<file path="src/rtl/wba_ram.sv">
// ----------------------------------------------------------------------------
// wba_ram
// Generic single-write, single-read RAM with registered read data.
// ----------------------------------------------------------------------------
module wba_ram #(
  parameter int unsigned WIDTH = 8,
  parameter int unsigned DEPTH = 16
) (
  input  logic                     clk_i,
  input  logic                     we_i,
  input  logic [$clog2(DEPTH)-1:0] waddr_i,
  input  logic [WIDTH-1:0]         wdata_i,
  input  logic [$clog2(DEPTH)-1:0] raddr_i,
  output logic [WIDTH-1:0]         rdata_o
);
  logic [WIDTH-1:0] mem [DEPTH];

  always_ff @(posedge clk_i) begin
    if (we_i) begin
      mem[waddr_i] <= wdata_i;
    end
    rdata_o <= mem[raddr_i];
  end
endmodule

</file>
<file path="config.mk">
export PLATFORM = sky130hd
export DESIGN_NAME = wba_ram
export DESIGN_NICKNAME = d
export VERILOG_FILES = /design/src/rtl/wba_ram.sv
export SDC_FILE = /design/constraint.sdc
export NUM_CORES = 1
export LEC_CHECK = 0
export BUFFER_PORTS_ARGS = -buffer_cell sky130_fd_sc_hd__clkbuf_2
export CAP_MARGIN = 20
export CORE_ASPECT_RATIO = 1.4
export CORE_MARGIN = 2
export CORE_UTILIZATION = 45
export DETAILED_ROUTE_END_ITERATION = 12
export GPL_TIMING_DRIVEN = 0
export PLACE_DENSITY = 0.64
export SLEW_MARGIN = 20
export SYNTH_ARGS = -nofsm -noshare
export SYNTH_HDL_FRONTEND = slang
export SYNTH_SLANG_ARGS = --single-unit
</file>
<file path="constraint.sdc">
create_clock -name clk_i -period 2 [get_ports clk_i]
set_input_delay 0.2 -clock clk_i [delete_from_list [all_inputs] [get_ports clk_i]]
set_output_delay 0.2 -clock clk_i [all_outputs]
set_load 0.02 [all_outputs]
</file>
==> results.ini <==
[run_status]
status=completed

[final_layout]
nFillCells=870
drive_above_1_share=0.3018
fin_util=0.5384
antenna_cells=0
areaGrowthSynthToFinish_pct=17.38
num-nets-final=290

[synth]
synth_area_leaders=edfxtp_1, mux4_2, mux4_1
synth_area_per_cell_um2=22.48
yosys_warnings=0
synth_largest_area_cell=edfxtp_1
ys_ff_latch=136
synth.distinct_cells=19
syn_area_um2=5147
yosysTopAreaCellShare=0.7467
ys_seq_area_frac=0.7778
synthCells=229
postSynthNetCount=247

[clocking]
ctsHoldBuffers=0
htreeDepth=4
cts_tree=built
post-cts-setup-buffers=0
clk_pin_slew_ns=0.05
cts.sinks=136
ctsResizeCount=0
cts_buffers=17
max-clock-path-buffers=2
clock-root-buffer=clkbuf_16
clk_latency_ns=0.41

[sta]
fin_crit_sh=0.7428
setup_viol=0
hold_viol=0
fmax_mhz=673.2
finalMaxSlewViolations=0
hold_slack_ns=0.2478
finalSetupTns_ns=0
skew_ns=0.005295
worst_pin_slew_ns=0.8343
rsz0062_at_grt=no
post-route-min-period_ns=1.486
relSlewSlack=0.4417

[placement]
io_buffers=24
hpwlAfterDp_um=6319
place_congestion=0.7679

[floorplanning]
ios=26
start_util=0.4586
dieHeight_um=130.5
rows=46
dieWidth_um=94.39
coreArea_um2=11220
die_area_um2=12320

[drt]
vias=2379
first_pass_iters=5
wl_per_cell_um=22.74
via_per_inst=5.545
drc=0
antenna_left=0
drt_iter0_markers=263
routed_wl_um=9757

[worst_setup_path]
crit_chain=mux4_1 > a22oi_1 > nand2_1
crit_arrival_ns=1.77
critical_path_buf_inv_count=0
crit_cells=3
rrSetupSlack_ns=0.51
crit_start=mem[1][1]
crit_slowest_cell=mux4_1
worstSetupEndpoint=rdata_o[1]
worst-setup-path-type=register to register
cp_slowest_stage_delay_ns=0.58
critPathCaptureType=register
critical_path.top_delay_family=multiplexers
cp.required_ns=2.28
r2r-start=mem[1][1]
r2r_end=rdata_o[1]
ff2ff_path_depth=3
crit_path_start_kind=register
crit_fanout=1

[grt]
grt_overflow_total=0
grt_max_degree=17
grt_usage=0.1770
antenna_found_initial=0
grt_pass1_wl_um=14530
grt_pass1_vias=2448

[worst_hold_path]
min_from=wdata_i[5]
hold_path_class=input port to register

[power]
p_leak_nw=2.039
vdd_ir_drop_max_uv=553.0
power.density_nw_per_um2=1065

[job]
max_cap_violations=0

## power by group
group | leakage (nW) | total [mW] | switching (mW) | internal, mW
clock network | 0.292 | 2.91 | 1.05 | 1.86
registers | 1.22 | 3.20 | 0.0151 | 3.19
logic | 0.523 | 0.326 | 0.199 | 0.127
## kinds of logic after synthesis
family                 Yosys count  synth area share
DFF                            136            0.7778
buffers and inverters           10           0.01677
and+or+nand+nor                 35           0.03184
muxes                           32            0.1502
AOI/OAI and AO/OA               16           0.02334
## cells in the mapped netlist, drive strengths merged
| cell | count |
|---|---|
| a22oi | 16 |
| nand2b | 2 |
| nand3 | 1 |
| clkdlybuf4s25 | 3 |
| edfxtp | 128 |
| buf | 7 |
| nand3b | 2 |
| dfxtp | 8 |
| nor2b | 1 |
| and2 | 1 |
| nor3 | 4 |
| mux4 | 32 |
| nor2 | 13 |
| nand2 | 9 |
| or3b | 1 |
| and2b | 1 |
## worst min-delay path by stage
stage / to / depth (start not counted)
6_report: mem[5][5] / 1
5_1_grt: mem[14][5] / 1
4_1_cts: mem[5][5] / 1
3_5_place_dp: rdata_o[2] / 1
3_3_place_gp: rdata_o[7] / 1
2_1_floorplan: mem[0][0] / 0
## state kept, by name, indices dropped and copies added (netlist names)
name	cells
mem	128
rdata_o	8
## worst register-to-register path, cell delays in order (launching register included)
cell and delay [ns]:
edfxtp_1 0.35, mux4_1 0.58, a22oi_1 0.32, nand2_1 0.12
## placed cells by master, fill, tap and decap left out
cell / count
nand3b_1: 2
nand2_1: 9
mux4_1: 14
nor2_1: 13
edfxtp_1: 128
nor3_2: 4
a22oi_1: 16
nor2b_1: 1
buf_4: 1
nand3_1: 1
dfxtp_1: 8
mux4_2: 18
nand2b_1: 2
and2b_1: 1
clkdlybuf4s25_2: 3
and2_1: 1
clkbuf_1: 3
buf_6: 3
clkbuf_8: 2
buf_2: 3
or3b_2: 1
clkbuf_2: 24
clkbuf_16: 20
clkinv_2: 7
## layer usage
layer,vias to the layer above,GRT usage,share of wire
met5,-,0,0
li1,1056,-,-
met2,105,0.2954,0.52
met4,0,0.08440,0.024
met3,16,0.05333,0.067
met1,1202,0.2112,0.38
## final cells by class
class,instances,area (µm²),share of cell area
plain buffers,10,86.33,0.01429
clock buffers,25,539.3,0.08925
clock inverters,7,35.03,0.005798
multi-input cells,83,1077,0.1783
flip-flops and latches,136,4004,0.6627
well taps,144,180.2,0.02982
repair buffers,24,120.1,0.01988
## stage by stage
| step | instance area (µm²) | setup WS, ns | instances | power [mW] |
|---|---|---|---|---|
| 3_5_place_dp | 5468 | 0.1345 | 397 | 3.593 |
| 2_1_floorplan | 5147 | 0.3071 | 229 | 3.445 |
| 3_3_place_gp | 5448 | -0.2157 | 397 | 3.577 |
| 4_1_cts | 6042 | 0.5489 | 429 | 6.467 |
| 5_1_grt | 6042 | 0.5042 | 429 | 6.623 |
| 6_report | 6042 | 0.5145 | 429 | 6.437 |
Power figures use the tool's default switching activity.
