<file path="src/rtl/wba_pkg.sv">
// ----------------------------------------------------------------------------
// wba_pkg
// Shared types and constants for the windowed bucket accumulator.
// ----------------------------------------------------------------------------
package wba_pkg;

  localparam int unsigned TIME_W  = 32;
  localparam int unsigned VALUE_W = 32;
  localparam int unsigned CNT_W   = 40;
  localparam int unsigned SUM_W   = 64;
  localparam int unsigned CFG_IDX_W  = 2;
  localparam int unsigned CFG_DATA_W = 32;

  localparam logic [CNT_W-1:0]  CNT_MAX           = {CNT_W{1'b1}};
  localparam logic [TIME_W-1:0] PERIOD_DEFAULT_MS = TIME_W'(1000);
  localparam logic [TIME_W-1:0] WINDOW_DEFAULT_MS = TIME_W'(60000);

  typedef enum logic [CFG_IDX_W-1:0] {
    CFG_PERIOD = 2'd0,
    CFG_WINDOW = 2'd1
  } cfg_idx_e;

  typedef enum logic [2:0] {
    ST_IDLE,
    ST_DIV,
    ST_DROP_RD,
    ST_DROP,
    ST_OPEN,
    ST_EV_RD,
    ST_EV_CHK,
    ST_UPDATE
  } state_e;

  typedef struct packed {
    logic [TIME_W-1:0] start;
    logic [CNT_W-1:0]  count;
    logic [SUM_W-1:0]  sum;
  } bucket_t;

  function automatic logic [CNT_W-1:0] sat_inc(input logic [CNT_W-1:0] c);
    sat_inc = (c == CNT_MAX) ? CNT_MAX : c + CNT_W'(1);
  endfunction

endpackage

</file>
<file path="src/rtl/wba_rem_div.sv">
// ----------------------------------------------------------------------------
// wba_rem_div
// Restoring remainder unit, one dividend bit per cycle.
// ----------------------------------------------------------------------------
module wba_rem_div (
  input  logic        clk_i,
  input  logic        rst_ni,
  input  logic        start_i,
  input  logic [31:0] dividend_i,
  input  logic [31:0] divisor_i,
  output logic        done_o,
  output logic [31:0] rem_o
);
  import wba_pkg::*;

  logic        busy_q, busy_d;
  logic [4:0]  cnt_q, cnt_d;
  logic [31:0] shf_q, shf_d;
  logic [31:0] dvs_q, dvs_d;
  logic [32:0] rem_q, rem_d;
  logic [32:0] trial;

  always_comb begin
    busy_d = busy_q;
    cnt_d  = cnt_q;
    shf_d  = shf_q;
    dvs_d  = dvs_q;
    rem_d  = rem_q;
    done_o = 1'b0;
    trial  = {rem_q[31:0], shf_q[31]};
    if (start_i) begin
      busy_d = 1'b1;
      cnt_d  = '0;
      shf_d  = dividend_i;
      dvs_d  = divisor_i;
      rem_d  = '0;
    end else if (busy_q) begin
      rem_d = (trial >= {1'b0, dvs_q}) ? trial - {1'b0, dvs_q} : trial;
      shf_d = {shf_q[30:0], 1'b0};
      cnt_d = cnt_q + 5'd1;
      if (cnt_q == 5'd31) begin
        busy_d = 1'b0;
        done_o = 1'b1;
      end
    end
  end

  // remainder is final in the cycle done is raised
  assign rem_o = rem_d[31:0];

  always_ff @(posedge clk_i or negedge rst_ni) begin
    if (!rst_ni) begin
      busy_q <= 1'b0;
      cnt_q  <= '0;
    end else begin
      busy_q <= busy_d;
      cnt_q  <= cnt_d;
    end
  end

  always_ff @(posedge clk_i) begin
    shf_q <= shf_d;
    dvs_q <= dvs_d;
    rem_q <= rem_d;
  end
endmodule

</file>
<file path="config.mk">
export PLATFORM = sky130hd
export DESIGN_NAME = wba_rem_div
export DESIGN_NICKNAME = d
export VERILOG_FILES = /design/src/rtl/wba_pkg.sv /design/src/rtl/wba_rem_div.sv
export SDC_FILE = /design/constraint.sdc
export NUM_CORES = 1
export LEC_CHECK = 0
export BUFFER_PORTS_ARGS = -buffer_cell sky130_fd_sc_hd__buf_2
export CAP_MARGIN = 20
export CORE_UTILIZATION = 23
export CTS_CLUSTER_DIAMETER = 100
export CTS_CLUSTER_SIZE = 16
export DETAILED_ROUTE_END_ITERATION = 6
export PLACE_DENSITY = 0.37
export SYNTH_ARGS = -nofsm -noshare
export SYNTH_HDL_FRONTEND = slang
export SYNTH_SLANG_ARGS = --single-unit
</file>
<file path="constraint.sdc">
create_clock -name clk_i -period 4.2 [get_ports clk_i]
set_clock_uncertainty 0.2 [all_clocks]
set_input_delay 0.84 -clock clk_i [delete_from_list [all_inputs] [get_ports clk_i]]
set_output_delay 0.84 -clock clk_i [all_outputs]
set_load 0.03 [all_outputs]
</file>
==> flow_summary_export.csv <==
group,metric,value,unit
die,initial_core_util,0.2365,
logic_synthesis,synthTopCellsByArea,"edfxtp_1 (32%), dfxtp_1 (11%), ha_1 (7.1%)",
clock_tree,path_clk_slew,0.08,ns
clock_tree,cts_buffers,9,
logic_synthesis,ys.flop_type,"edfxtp_1",
run,cap_violations,0,
routing,vias_per_cell,4.569,
sta,relSlewSlack,0.6186,
sta,tightest_slew,0.5721,ns
worst_setup_path,cp_cell_sequence,"inv_1 > ha_2 > inv_2 > fa_2 > a21o_1 > a221oi_4 > o31ai_4 > o21a_1 > o211ai_1 > buf_4 > a21oi_2 > or3b_4 > a311oi_2 > buf_4",
cells_and_area,drive_gt1_frac,0.4276,
power_and_ir_drop,total_power,5.654,mW
placed_design,place_area,0.007281,mm2
logic_synthesis,seq_area_frac_synth,0.4516,
worst_setup_path,critPathMostFrequentCell,"buf_4",
worst_setup_path,r2r_setup_slack,0.59,ns
sta,setup_viol,26,
cells_and_area,final_cell_area,0.008409,mm2
placed_design,numPlacedInstances,1043,
clock_tree,htreeDepth,3,
routing,wl_met3,825,um
routing,wirelength,18130,um
die,die_y,163.6,um
global_routing,grt_usage,0.1376,
logic_synthesis,ys_warn_count,0,
worst_setup_path,startpoint_type,"register",
worst_setup_path,crit_required,3.16,ns
routing,wl_met1,8521,um
min_path,hold_path_class,"input port to async pin",
logic_synthesis,syn_nets,685,
cells_and_area,register_area,0.002714,mm2
cells_and_area,multi_input_area,0.003470,mm2
clock_tree,cts_tree,"built",
routing,wl_per_cell,16.63,um
logic_synthesis,yosysUniqueCellTypes,64,
global_routing,grt_pass1_vias,5205,
cells_and_area,fin_util,0.3311,
logic_synthesis,synth_seq_cells,102,
clock_tree,ctsLongestPathBuffers,2,
routing,first_pass_iters,5,
logic_synthesis,yosysTopAreaCellShare,0.3199,
run_status,status,"complete, but fails checks",
logic_synthesis,synth_edf_count,64,
routing,vias,4980,
global_routing,grt_overflow_total,0,
cells_and_area,fillers,2701,
logic_synthesis,async_flop_share,0.05882,
worst_setup_path,arrival,3.49,ns
worst_setup_path,cp-end-kind,"output pin",
power_and_ir_drop,power_density,672.3,mW/mm2
logic_synthesis,synthTopCellsByCount,"edfxtp_1 (64), nand2_1 (64), nor2_1 (47)",
routing,met2_wirelength,8568,um
routing,first_iter_violations,280,
cells_and_area,insertedDiodeCount,0,
power_and_ir_drop,peakVddDrop,303.4,uV
sta,fin_crit_sh,1.078,
worst_setup_path,worst_path_largest_cell_delay,0.39,ns
worst_setup_path,startpoint,"shf_q[31]",
logic_synthesis,synth_top_area_cell,"edfxtp_1",
sta,tns,-4.036,ns
sta,worst_slack,-0.3281,ns
logic_synthesis,postSynthCellCount,583,
worst_setup_path,cp_slowest_cell,"edfxtp_1",
power_and_ir_drop,leakage,3.570,nW
cells_and_area,layout.cells.non_filler,1090,
die,rows,58,
cells_and_area,final_nets,857,
sta,rsz0062_at_grt,"true",
clock_tree,ctsHoldBuffers,0,
die,num_io_pins,100,
routing,drtAntennaViolNets,0,
sta,slew_viol_final,0,
worst_setup_path,regToRegStartpoint,"rem_q[0]",
placed_design,gp_congestion,0.8744,
routing,drc,0,
global_routing,antenna_found_initial,0,
placed_design,hpwl,12700,um
clock_tree,insertion_delay,0.36,ns
routing,routed.top_layer,"met4",
die,die_w,163.6,um
global_routing,grt_pass1_wl,28290,um
worst_setup_path,worstRegToRegCells,17,
cells_and_area,area_delta_synth_final,39.99,%
sta,min_period,4.528,ns
logic_synthesis,synth_area,0.006007,mm2
sta,clock.fmax,220.8,MHz
clock_tree,cts_num_sinks,102,
die,core-area,0.02540,mm2
worst_setup_path,regToRegEndpoint,"rem_q[18]",
logic_synthesis,syn_area_per_cell,10.30,um2
worst_setup_path,critPathKind,"register to output pin",
sta,hold_ws,0.09112,ns
run_status,failed_checks,"negative setup slack",
sta,finalHoldViolations,0,
global_routing,grt_max_degree,38,
placed_design,dpl_worst_slack,-0.09033,ns
placed_design,io_buffers,99,
die,dieArea,0.02677,mm2
clock_tree,cts_root_buffer,"clkbuf_16",
worst_setup_path,worstPathMaxFanout,2,
[cell families after synthesis]
family                   share of synthesized area
XOR/XNOR                                   0.03791
AND/OR/NAND/NOR                             0.1260
AO/OA/AOI/OAI                               0.1891
buffers and inverters                      0.04978
adder cells (fa/ha/maj)                    0.07415
flip-flops                                  0.4516
multiplexers                               0.07144
[worst max path at each step]
stage | cells after the start | end | slack [ns]
floorplan | 12 | rem_o[26] | 0.04
global placement | 13 | rem_o[26] | -0.08
detailed placement | 13 | rem_o[26] | -0.09
CTS | 13 | rem_o[26] | -0.47
global route | 14 | rem_o[26] | -0.55
finish | 14 | rem_o[26] | -0.33
[worst max-delay path: cells and delay by family, from the launching register on]
| kind | cells | cell delay (ns) |
|---|---|---|
| buf+inv | 4 | 0.49 |
| flops | 1 | 0.39 |
| compound gates | 7 | 1.37 |
| simple gates | 1 | 0.38 |
| fa+ha+maj | 2 | 0.51 |
[layer usage]
layer  track usage  vias up
met4       0.03241        0
met3       0.03301       15
met2        0.2307      102
met1        0.1769     2384
met5             0        -
li1              -     2479
[repair_timing]
| item | in CTS | in global routing |
|---|---|---|
| endpoints found under the setup margin | 32 | 32 |
| cloned | 2 | 1 |
| resized for setup | 53 | 88 |
| pin swaps | 28 | 41 |
| setup buffers | 15 | 15 |
[report_power, final]
part | switching, mW | internal, mW
sequential | 0.150 | 1.26
combinational | 1.81 | 1.55
clock | 0.455 | 0.428
[area by class of cell]
type | instances | share of cell area
clock buffer | 9 | 0.02678
timing repair buffer | 186 | 0.1583
inverter | 45 | 0.02009
clock inverter | 7 | 0.01042
tap | 330 | 0.04910
multi-input combinational | 411 | 0.4126
sequential | 102 | 0.3227
[cell usage in the layout, fill, tap and decap left out, types with 4 or more instances in the layout]
| cell | netlist | routed |
|---|---|---|
| buf_4 | 2 | 99 |
| buf_2 | 7 | 68 |
| edfxtp_1 | 64 | 64 |
| nand2_1 | 64 | 55 |
| nor2_1 | 47 | 47 |
| inv_1 | 45 | 43 |
| dfxtp_1 | 32 | 32 |
| mux2_2 | 31 | 31 |
| a21oi_1 | 28 | 22 |
| ha_1 | 34 | 21 |
| a21o_1 | 18 | 18 |
| a311oi_2 | 11 | 15 |
| xnor2_1 | 16 | 15 |
| buf_6 | 1 | 14 |
| o21ai_0 | 21 | 12 |
| xor2_1 | 10 | 10 |
| ha_4 | 0 | 9 |
| clkbuf_16 | 0 | 9 |
| a32oi_1 | 8 | 8 |
| mux2i_1 | 8 | 8 |
| nand4_1 | 7 | 7 |
| nand3_1 | 8 | 7 |
| o211ai_1 | 6 | 6 |
| o21ai_1 | 2 | 6 |
| o21a_1 | 5 | 5 |
| and2_4 | 1 | 5 |
| o21ai_2 | 0 | 5 |
| a21oi_2 | 0 | 5 |
| o21bai_1 | 5 | 5 |
| nor3_1 | 8 | 5 |
| nand2_2 | 0 | 5 |
| dfrtp_1 | 6 | 5 |
| and3_1 | 4 | 4 |
| a211oi_1 | 8 | 4 |
| nor2b_1 | 5 | 4 |
| a211oi_2 | 0 | 4 |
| ha_2 | 0 | 4 |
[flip-flops by register name, indices dropped and copies added, names as in the netlist]
signal  cells
shf_q      32
dvs_q      32
busy_q      1
rem_q      32
cnt_q       5
Power figures use the tool's default switching activity.
